**config.mk**
```make
export PLATFORM = sky130hd
export DESIGN_NAME = integer_to_radix_digits
export DESIGN_NICKNAME = d
export VERILOG_FILES = /design/src/rtl/itrd_pkg.sv /design/src/rtl/itrd_ctrl.sv /design/src/rtl/itrd_dp.sv /design/src/rtl/integer_to_radix_digits.sv
export SDC_FILE = /design/constraint.sdc
export NUM_CORES = 1
export LEC_CHECK = 0
export BUFFER_PORTS_ARGS = -buffer_cell sky130_fd_sc_hd__buf_2
export CORE_MARGIN = 2
export CORE_UTILIZATION = 43
export DETAILED_ROUTE_END_ITERATION = 10
export PLACE_DENSITY = 0.63
export SYNTH_ARGS = -nofsm -noshare
export SYNTH_HDL_FRONTEND = slang
export SYNTH_SLANG_ARGS = --single-unit
```
**constraint.sdc**
```tcl
create_clock -name aclk -period 15.2 [get_ports aclk]
set_clock_uncertainty 0.05 [all_clocks]
set_input_delay 1.52 -clock aclk [delete_from_list [all_inputs] [get_ports aclk]]
set_output_delay 1.52 -clock aclk [all_outputs]
set_load 0.005 [all_outputs]
```
**src/rtl/itrd_pkg.sv**
```systemverilog
`default_nettype none
package itrd_pkg;

    // Fixed widths of the beat fields
    localparam int VALUE_W = 64;
    localparam int RADIX_W = 5;
    localparam int CHAR_W  = 7;
    localparam int COUNT_W = 7;
    localparam int DIGIT_W = 4;

    // Default store depth
    localparam int MAX_DIGITS_DEF = 64;

    // Bits of the magnitude consumed by the divider in one cycle
    localparam int DIV_BITS  = 8;
    localparam int DIV_STEPS = VALUE_W / DIV_BITS;
    localparam int STEP_W    = $clog2(DIV_STEPS);

    // Legal base range
    localparam logic [RADIX_W-1:0] RADIX_MIN = RADIX_W'(2);
    localparam logic [RADIX_W-1:0] RADIX_MAX = RADIX_W'(16);

    // ASCII codes
    localparam logic [CHAR_W-1:0] ASCII_ZERO  = CHAR_W'(8'h30);
    localparam logic [CHAR_W-1:0] ASCII_UPPER = CHAR_W'(8'h37); // 'A' - 10
    localparam logic [CHAR_W-1:0] ASCII_LOWER = CHAR_W'(8'h57); // 'a' - 10

    // Commands from the controller to the datapath
    typedef struct packed {
        logic load;       // capture a new input beat
        logic div_step;   // run one divider cycle
        logic div_commit; // last divider cycle: store the digit
        logic rd;         // read the digit store
        logic out_load;   // move the read digit into the output register
    } itrd_cmd_t;

    // Status from the datapath to the controller
    typedef struct packed {
        logic conv_end;   // on commit: no further digit to produce
        logic out_free;   // output register can take a beat
        logic idx_zero;   // read pointer sits on the least significant digit
    } itrd_status_t;

    // Map one digit to its ASCII code
    function automatic logic [CHAR_W-1:0] digit_to_ascii(input logic [DIGIT_W-1:0] d,
                                                        input logic lower);
        logic [CHAR_W-1:0] dx;
        dx = CHAR_W'(d);
        if (d < DIGIT_W'(10)) begin
            return ASCII_ZERO + dx;
        end else if (lower) begin
            return ASCII_LOWER + dx;
        end else begin
            return ASCII_UPPER + dx;
        end
    endfunction

endpackage
`default_nettype wire

```
**src/rtl/itrd_ctrl.sv**
```systemverilog
`default_nettype none
module itrd_ctrl
    import itrd_pkg::*;
(
    input  wire logic         aclk,
    input  wire logic         aresetn,
    input  wire logic         s_valid,
    output logic              s_ready,
    output itrd_cmd_t         cmd,
    input  wire itrd_status_t status
);

    typedef enum logic [1:0] {
        S_IDLE,
        S_DIV,
        S_READ,
        S_SHOW
    } state_t;

    state_t state_reg, state_next;
    logic [STEP_W-1:0] step_reg, step_next;
    logic last_step;

    assign last_step = (step_reg == STEP_W'(DIV_STEPS - 1));

    // Decode commands and next state
    always_comb begin
        state_next = state_reg;
        step_next  = step_reg;
        cmd        = '0;
        s_ready    = 1'b0;
        unique case (state_reg)
            S_IDLE: begin
                s_ready = 1'b1;
                if (s_valid) begin
                    cmd.load   = 1'b1;
                    step_next  = '0;
                    state_next = S_DIV;
                end
            end
            S_DIV: begin
                cmd.div_step = 1'b1;
                step_next    = step_reg + STEP_W'(1);
                if (last_step) begin
                    cmd.div_commit = 1'b1;
                    if (status.conv_end) begin
                        state_next = S_READ;
                    end
                end
            end
            S_READ: begin
                cmd.rd     = 1'b1;
                state_next = S_SHOW;
            end
            S_SHOW: begin
                if (status.out_free) begin
                    cmd.out_load = 1'b1;
                    state_next   = status.idx_zero ? S_IDLE : S_READ;
                end
            end
            default: begin
                state_next = S_IDLE;
            end
        endcase
    end

    // Hold state
    always_ff @(posedge aclk) begin
        if (!aresetn) begin
            state_reg <= S_IDLE;
            step_reg  <= '0;
        end else begin
            state_reg <= state_next;
            step_reg  <= step_next;
        end
    end

endmodule
`default_nettype wire

```
**src/rtl/itrd_dp.sv**
```systemverilog
`default_nettype none
module itrd_dp
    import itrd_pkg::*;
#(
    parameter int MAX_DIGITS = MAX_DIGITS_DEF
)
(
    input  wire logic                       aclk,
    input  wire logic                       aresetn,
    input  wire itrd_cmd_t                  cmd,
    output itrd_status_t                    status,
    input  wire logic signed [VALUE_W-1:0]  s_value,
    input  wire logic        [RADIX_W-1:0]  s_radix,
    input  wire logic                       s_lowercase,
    output logic                            m_valid,
    input  wire logic                       m_ready,
    output logic             [CHAR_W-1:0]   m_ascii_char,
    output logic             [COUNT_W-1:0]  m_digit_count,
    output logic                            m_last
);

    localparam int IDX_W = $clog2(MAX_DIGITS);
    localparam int CNT_W = $clog2(MAX_DIGITS + 1);

    logic [DIGIT_W-1:0] digit_mem [MAX_DIGITS];
    logic [DIGIT_W-1:0] rd_data_reg;

    logic [VALUE_W-1:0] mag_reg;
    logic [RADIX_W-1:0] base_reg;
    logic               lower_reg;
    logic [DIGIT_W-1:0] rem_reg;
    logic [CNT_W-1:0]   held_reg;
    logic [IDX_W-1:0]   idx_reg;

    logic               out_valid_reg;
    logic [CHAR_W-1:0]  char_reg;
    logic [COUNT_W-1:0] count_reg;
    logic               last_reg;

    logic [VALUE_W-1:0] abs_value;
    logic [RADIX_W-1:0] base_clamped;
    logic [DIV_BITS-1:0] q_byte;
    logic [DIGIT_W-1:0] rem_next;
    logic [VALUE_W-1:0] mag_next;
    logic [CNT_W-1:0]   held_inc;

    // Magnitude of the two's complement input
    assign abs_value = s_value[VALUE_W-1] ? (~VALUE_W'(s_value) + VALUE_W'(1))
                                          : VALUE_W'(s_value);

    // Clamp the base into two to sixteen
    always_comb begin
        if (s_radix < RADIX_MIN) begin
            base_clamped = RADIX_MIN;
        end else if (s_radix > RADIX_MAX) begin
            base_clamped = RADIX_MAX;
        end else begin
            base_clamped = s_radix;
        end
    end

    // Restoring division over the top byte of the magnitude
    always_comb begin
        logic [DIGIT_W-1:0] r;
        logic [DIGIT_W:0]   t;
        r = rem_reg;
        q_byte = '0;
        for (int i = 0; i < DIV_BITS; i++) begin
            t = {r, mag_reg[VALUE_W-1-i]};
            if (t >= base_reg) begin
                q_byte[DIV_BITS-1-i] = 1'b1;
                r = DIGIT_W'(t - base_reg);
            end else begin
                r = t[DIGIT_W-1:0];
            end
        end
        rem_next = r;
    end

    assign mag_next = {mag_reg[VALUE_W-DIV_BITS-1:0], q_byte};
    assign held_inc = held_reg + CNT_W'(1);

    assign status.conv_end = (mag_next == '0) || (held_inc == CNT_W'(MAX_DIGITS));
    assign status.out_free = !out_valid_reg || m_ready;
    assign status.idx_zero = (idx_reg == '0);

    // Conversion registers
    always_ff @(posedge aclk) begin
        if (!aresetn) begin
            held_reg <= '0;
            mag_reg  <= '0;
        end else begin
            if (cmd.load) begin
                mag_reg   <= abs_value;
                base_reg  <= base_clamped;
                lower_reg <= s_lowercase;
                rem_reg   <= '0;
                held_reg  <= '0;
            end else if (cmd.div_step) begin
                mag_reg <= mag_next;
                if (cmd.div_commit) begin
                    rem_reg  <= '0;
                    held_reg <= held_inc;
                    idx_reg  <= held_reg[IDX_W-1:0];
                end else begin
                    rem_reg <= rem_next;
                end
            end else if (cmd.out_load && idx_reg != '0) begin
                idx_reg <= idx_reg - IDX_W'(1);
            end
        end
    end

    // Digit store, least significant digit at entry zero
    always_ff @(posedge aclk) begin
        if (cmd.div_commit) begin
            digit_mem[held_reg[IDX_W-1:0]] <= rem_next;
        end
        if (cmd.rd) begin
            rd_data_reg <= digit_mem[idx_reg];
        end
    end

    // Output register: load a beat, drop valid once taken
    always_ff @(posedge aclk) begin
        if (!aresetn) begin
            out_valid_reg <= 1'b0;
        end else if (cmd.out_load) begin
            out_valid_reg <= 1'b1;
        end else if (m_ready) begin
            out_valid_reg <= 1'b0;
        end
    end

    always_ff @(posedge aclk) begin
        if (cmd.out_load) begin
            char_reg  <= digit_to_ascii(rd_data_reg, lower_reg);
            count_reg <= COUNT_W'(held_reg);
            last_reg  <= (idx_reg == '0);
        end
    end

    assign m_valid       = out_valid_reg;
    assign m_ascii_char  = char_reg;
    assign m_digit_count = count_reg;
    assign m_last        = last_reg;

endmodule
`default_nettype wire

```
**src/rtl/integer_to_radix_digits.sv**
```systemverilog
// Channel   Direction  Handshake          Payload
// s_        in         s_valid/s_ready    s_value, s_radix, s_lowercase
// m_        out        m_valid/m_ready    m_ascii_char, m_digit_count, m_last
//
// Each digit of a value takes one pass of the restoring divider over the
// magnitude (8 quotient bits per cycle); the digits are then emitted, each by a
// read of the digit store followed by a load of the output register.
// Reset is synchronous, active low; the digit store needs no clearing.
// A stalled m_ready holds the current digit; the last digit may wait while
// the next value is taken in.
`default_nettype none
module integer_to_radix_digits
    import itrd_pkg::*;
#(
    parameter int MAX_DIGITS = MAX_DIGITS_DEF
)
(
    input  wire logic                       aclk,
    input  wire logic                       aresetn,
    input  wire logic                       s_valid,
    output logic                            s_ready,
    input  wire logic signed [VALUE_W-1:0]  s_value,
    input  wire logic        [RADIX_W-1:0]  s_radix,
    input  wire logic                       s_lowercase,
    output logic                            m_valid,
    input  wire logic                       m_ready,
    output logic             [CHAR_W-1:0]   m_ascii_char,
    output logic             [COUNT_W-1:0]  m_digit_count,
    output logic                            m_last
);

    itrd_cmd_t    cmd;
    itrd_status_t status;

    itrd_ctrl u_ctrl (
        .aclk    (aclk),
        .aresetn (aresetn),
        .s_valid (s_valid),
        .s_ready (s_ready),
        .cmd     (cmd),
        .status  (status)
    );

    itrd_dp #(
        .MAX_DIGITS (MAX_DIGITS)
    ) u_dp (
        .aclk          (aclk),
        .aresetn       (aresetn),
        .cmd           (cmd),
        .status        (status),
        .s_value       (s_value),
        .s_radix       (s_radix),
        .s_lowercase   (s_lowercase),
        .m_valid       (m_valid),
        .m_ready       (m_ready),
        .m_ascii_char  (m_ascii_char),
        .m_digit_count (m_digit_count),
        .m_last        (m_last)
    );

`ifndef SYNTHESIS
    a_busy_after_accept: assert property (@(posedge aclk) disable iff (!aresetn)
        s_valid && s_ready |=> !s_ready)
        else $error("input taken while a conversion is running");

    a_load_needs_room: assert property (@(posedge aclk) disable iff (!aresetn)
        cmd.out_load |-> status.out_free)
        else $error("output register overwritten before its beat was taken");

    a_commit_in_step: assert property (@(posedge aclk) disable iff (!aresetn)
        cmd.div_commit |-> cmd.div_step)
        else $error("digit committed outside a divider cycle");

    a_count_nonzero: assert property (@(posedge aclk) disable iff (!aresetn)
        m_valid |-> m_digit_count != '0)
        else $error("digit beat with zero digit count");
`endif

endmodule
`default_nettype wire
```
==> key figures, run 1 <==
Floorplanning
  – Io pins: between 90 and 100
  – Die H: 209 µm
  – Die Width: 209 µm
  – Initial Utilization: 0.434
  – Core footprint: 41800 µm²
  – Full die area: between 40000 and 50000 µm²
  – Cell row count: 75

Timing
  – Final Hold Fails: 0
  – Slew @ Worst Pin: 1230 ps
  – Setup-failing EPs final: 0
  – Fin crit share: 0.890
  – Final Max Slew Viols: 0
  – Min Tclk post-route: 13520 ps
  – Setup TNS Final: 0 ps
  – Slew margin rel.: 0.180
  – Maximum clock rate: 0.0739 GHz
  – Hold_ws: between 400 and 500 ps
  – RSZ-0062 raised after global routing: false

Routing
  – Drt first pass iters: 9
  – Total number of vias: 12200
  – DRC: 0
  – Routed Antenna Nets: 0
  – Initial DRC count: 1076
  – Via density: 5.87
  – Wire per inst: approximately 21 µm
  – Total Wirelength: about 44000 µm

Synthesis
  – EDFF count, synth: 291
  – Top FF cell, synth: edfxtp_1
  – Top area cells in the synthesized netlist: edfxtp_1 48%, dfxtp_1 8.5%, mux4_2 8.0%
  – Gate Count Post-Synth: 1447
  – Post-Synthesis Cell Area: 18100 µm²
  – Syn nets: 1576
  – Seq/Total Area, Yosys: 0.567
  – Synth top area share: 0.482
  – Post-synth top area cell: edfxtp_1
  – Ys async rst share: 0
  – Post-synth cell types: 68
  – Yosys Warn Count: 0
  – Yosys reg bits: 368
  – Mean Syn Cell Area: 12.5 µm²

Clocking
  – CTS buffer count: 38
  – CTS Sinks: 368
  – Setup bufs post-CTS: 0
  – Htree depth: 2
  – Reg clk slew, reported paths: 60 ps
  – Hold Buf Count CTS: 0
  – Post-CTS sizing: 0
  – CTS tree: done
  – Clock root cell: clkbuf_16
  – Clock latency on the worst-skew pair: around 550 ps
  – CTS Buffer Depth: 3

GRT
  – First-pass GRT wire length: 69100 µm
  – Initial antenna violation count: 2
  – Number of global-route vias before repair: 12100
  – Largest net degree at the start of global routing: 66
  – Tot GR Track Use: 0.203
  – Aggregate global routing overflow: 0

Status
  – Status: finished clean

Hold path
  – Hold/Removal Path Class: flop to flop

Setup path
  – Setup crit end kind: flop
  – CP Launch Type: flop
  – Buf+Inv Stages, Crit Path: 6
  – Delay-heaviest family, CP: compound AO/OA/AOI/OAI gates
  – Critical path class: flop to flop
  – Critical Path Slowest Stage Cell: mux2_2
  – Crit-path most repeated cell: ha_1
  – CP peak stage delay: 1150 ps
  – Worst path arrival time: 13650 ps
  – Critical path data required time: approximately 15000 ps
  – Max FO, Critical Path: 65

Finish
  – Commonest non-fill, non-tap cell in the layout: edfxtp_1
  – NumNets Final: 1630
  – Commonest cells after routing, fill and taps aside: 291 x edfxtp_1, 125 x nand2_1, 100 x nor2_1
  – Area growth, synth to finish: 12.1%
  – Design area: 20300 µm²
  – Max reg flops: between 200 and 300
  – Layout cells sized above 1: 0.179
  – Final Util: 0.487
  – Fillers: approximately 3600

Placement
  – Dpl hpwl: 29500 µm
  – Port bufs: 90
  – RePlAce Congestion: 0.863
  – Placed instance area: 19000 µm²

Run
  – Max_cap viols: 0
[synthesized netlist by cell type (all sizes together), types with 13 or more instances]
master,number
a21o,14
a21oi,51
a22o,32
a22oi,44
clkbuf,77
dfxtp,77
edfxtp,291
ha,47
inv,43
mux4,64
nand2,125
nand3,19
nand4,13
nor2,101
nor2b,19
nor3,15
nor4,26
o21ai,75
o31ai,22
o41ai,15
or3,17
xnor2,32
xor2,48
[final timing paths]
kind	start	end	slack, ps	depth (start not counted)
hold reg to reg	u_ctrl.step_reg[1]	u_ctrl.step_reg[1]	430	2
setup reg to reg	u_dp.base_reg[1]	u_dp.digit_mem[21][1]	1680	46
setup / recovery	u_dp.base_reg[1]	u_dp.digit_mem[21][1]	1680	46
hold / removal	u_ctrl.step_reg[1]	u_ctrl.step_reg[1]	430	2
[through the flow]
step / worst slack, ps / std cells
final: 1680 / 2072
after detailed placement: 1500 / 2000
after CTS: 1540 / 2070
after global placement: 2080 / 2000
after global routing: 142 / 2072
after floorplan: 2580 / 1447
[layer usage]
metal / share of wire / track usage
met2: 0.47 / 0.328
met3: 0.049 / 0.0268
met4: 0.023 / 0.0643
met5: 0 / 0
met1: 0.45 / 0.286
[cell type report]
class                           instances  area (µm²)  share of cell area
Sequential cell                       368       10300               0.506
Multi-Input combinational cell        946        7390               0.363
Clock buffer                           47        1030              0.0505
Tap cell                              539         674              0.0332
Timing Repair Buffer                  103         548              0.0270
Clock inverter                         23         235              0.0116
Inverter                               44         165             0.00813
Antenna cell                            2        5.00            0.000246
[tightest hold or removal path, cell delays in order, from the launching register on]
cell,delay (ps)
dfxtp_1,310
nand3_1,60
a21boi_0,70
[kinds of logic after synthesis]
group           share of synthesized area
simple gates                        0.111
flops                               0.567
compound gates                      0.124
buf+inv                            0.0280
mux                                0.0897
xor+xnor                           0.0387
fa+ha+maj                          0.0413
Power of run 1 is not shown: default switching activity piles up to over one toggle a cycle in this logic, so the estimate is an artifact.
==> inputs of run 2 (changes only) <==
- CORE_UTILIZATION: 43 -> 55
- GPL_ROUTABILITY_DRIVEN: default -> 0
- PLACE_DENSITY: 0.63 -> 0.77
==> run 2 against run 1 <==
Compared with the run above:
- design area fell by 0.64%
- cell count fell by 4.9%
- clock-buffer cell count rose by 7
- worst hold slack improved by 2.6 ps
- flip-flop and latch count did not move
- die area fell by 21%
- critical endpoint is now u_dp.digit_mem[3][3]
==> key figures, run 2 (synthesis results as in run 1) <==
Setup path
  – CP peak stage delay: 880 ps
  – CP Launch Type: flop
  – Critical path data required time: 15030 ps
  – Setup crit end kind: flop
  – Max FO, Critical Path: 64
  – Worst path arrival time: 13410 ps
  – Crit-path most repeated cell: ha_1
  – Critical path class: flop to flop
  – Critical Path Slowest Stage Cell: nand3_2

Floorplanning
  – Core footprint: 32500 µm²
  – Io pins: 91
  – Die H: 186 µm
  – Die Width: 186 µm
  – Full die area: 34400 µm²
  – Initial Utilization: 0.558
  – Cell row count: 66

Placement
  – Dpl hpwl: 28900 µm
  – Port bufs: 90
  – Placed insts: 1902

Finish
  – Non-filler cells, final: 1970
  – Storage element area: 10300 µm²
  – Fillers: 2400
  – Max reg flops: 256
  – Multi-input gate area: 7380 µm²
  – Area growth, synth to finish: 11.4%
  – Commonest cells after routing, fill and taps aside: 291 x edfxtp_1, 125 x nand2_1, 100 x nor2_1
  – NumNets Final: 1628
  – Commonest non-fill, non-tap cell in the layout: edfxtp_1
  – Layout cells sized above 1: 0.173

Timing
  – Maximum clock rate: approximately 0.074 GHz
  – Fin crit share: 0.894
  – Min Tclk post-route: about 14000 ps
  – Final Max Slew Viols: 0
  – Slew @ Worst Pin: between 1000 and 1500 ps
  – RSZ-0062 raised after global routing: false
  – Hold_ws: 437 ps
  – Setup TNS Final: 0 ps
  – Final Hold Fails: 0
  – Slew margin rel.: 0.209
  – Setup-failing EPs final: 0

Routing
  – Via density: 6.40
  – Drt first pass iters: 6
  – Wire per inst: 22.2 µm
  – DRC: 0
  – Routed Antenna Nets: 0
  – Total Wirelength: 43700 µm
  – Initial DRC count: 1354
  – Total number of vias: about 13000

GRT
  – Largest net degree at the start of global routing: 78
  – Tot GR Track Use: 0.257
  – First-pass GRT wire length: about 68000 µm
  – Initial antenna violation count: 1
  – Aggregate global routing overflow: 0
  – Number of global-route vias before repair: 12200

Run
  – Max_cap viols: 0

Clocking
  – Hold Buf Count CTS: 0
  – Post-CTS sizing: 0
  – CTS Sinks: 368
  – CTS tree: done
  – Clock latency on the worst-skew pair: 530 ps
  – Setup bufs post-CTS: 0
  – CTS buffer count: 37
  – Reg clk slew, reported paths: 60 ps
  – CTS Buffer Depth: 3
  – Clock root cell: clkbuf_16
  – Htree depth: 2

Hold path
  – Hold/Removal Path Class: flop to flop

Status
  – Status: finished clean
[run 2: metal layers]
layer | part of all wire | GRT usage
met5 | 0 | 0
met4 | 0.023 | 0.0714
met3 | 0.079 | 0.0411
met2 | 0.47 | 0.413
met1 | 0.43 | 0.365
[run 2: final timing paths]
| path | startpoint | cells past startpoint | slack [ps] | endpoint |
|---|---|---|---|---|
| setup / recovery | u_dp.base_reg[1] | 48 | 1620 | u_dp.digit_mem[3][3] |
| hold reg to reg | u_dp.mag_reg[15] | 2 | 440 | u_dp.mag_reg[23] |
| hold / removal | u_dp.mag_reg[15] | 2 | 440 | u_dp.mag_reg[23] |
| setup reg to reg | u_dp.base_reg[1] | 48 | 1620 | u_dp.digit_mem[3][3] |
[run 2: area by class of cell]
class | instances | area share
inverter | 44 | 0.00818
sequential | 368 | 0.509
clock buffer | 54 | 0.0536
clock inverter | 13 | 0.00942
multi-input combinational | 946 | 0.365
tap | 442 | 0.0274
timing repair buffer | 102 | 0.0268
antenna | 1 | 0.000124
[run 2: worst max-delay path: cells and delay by family (launching register included)]
| kind | cells | cell delay, ps |
|---|---|---|
| simple gates | 8 | 1670 |
| compound gates | 22 | 5760 |
| flops | 1 | 630 |
| buf+inv | 6 | 990 |
| mux | 4 | 1310 |
| fa+ha+maj | 8 | 2510 |
[run 2: through the flow]
step	instance area, µm²	utilization	setup slack, ps
after floorplan	18100	-	2580
after detailed placement	18900	0.583	1830
after global placement	18900	0.583	2380
final	20200	0.622	1620
after CTS	20200	0.622	1820
after global routing	20200	0.622	398
Power of run 2 is left out for the same reason.
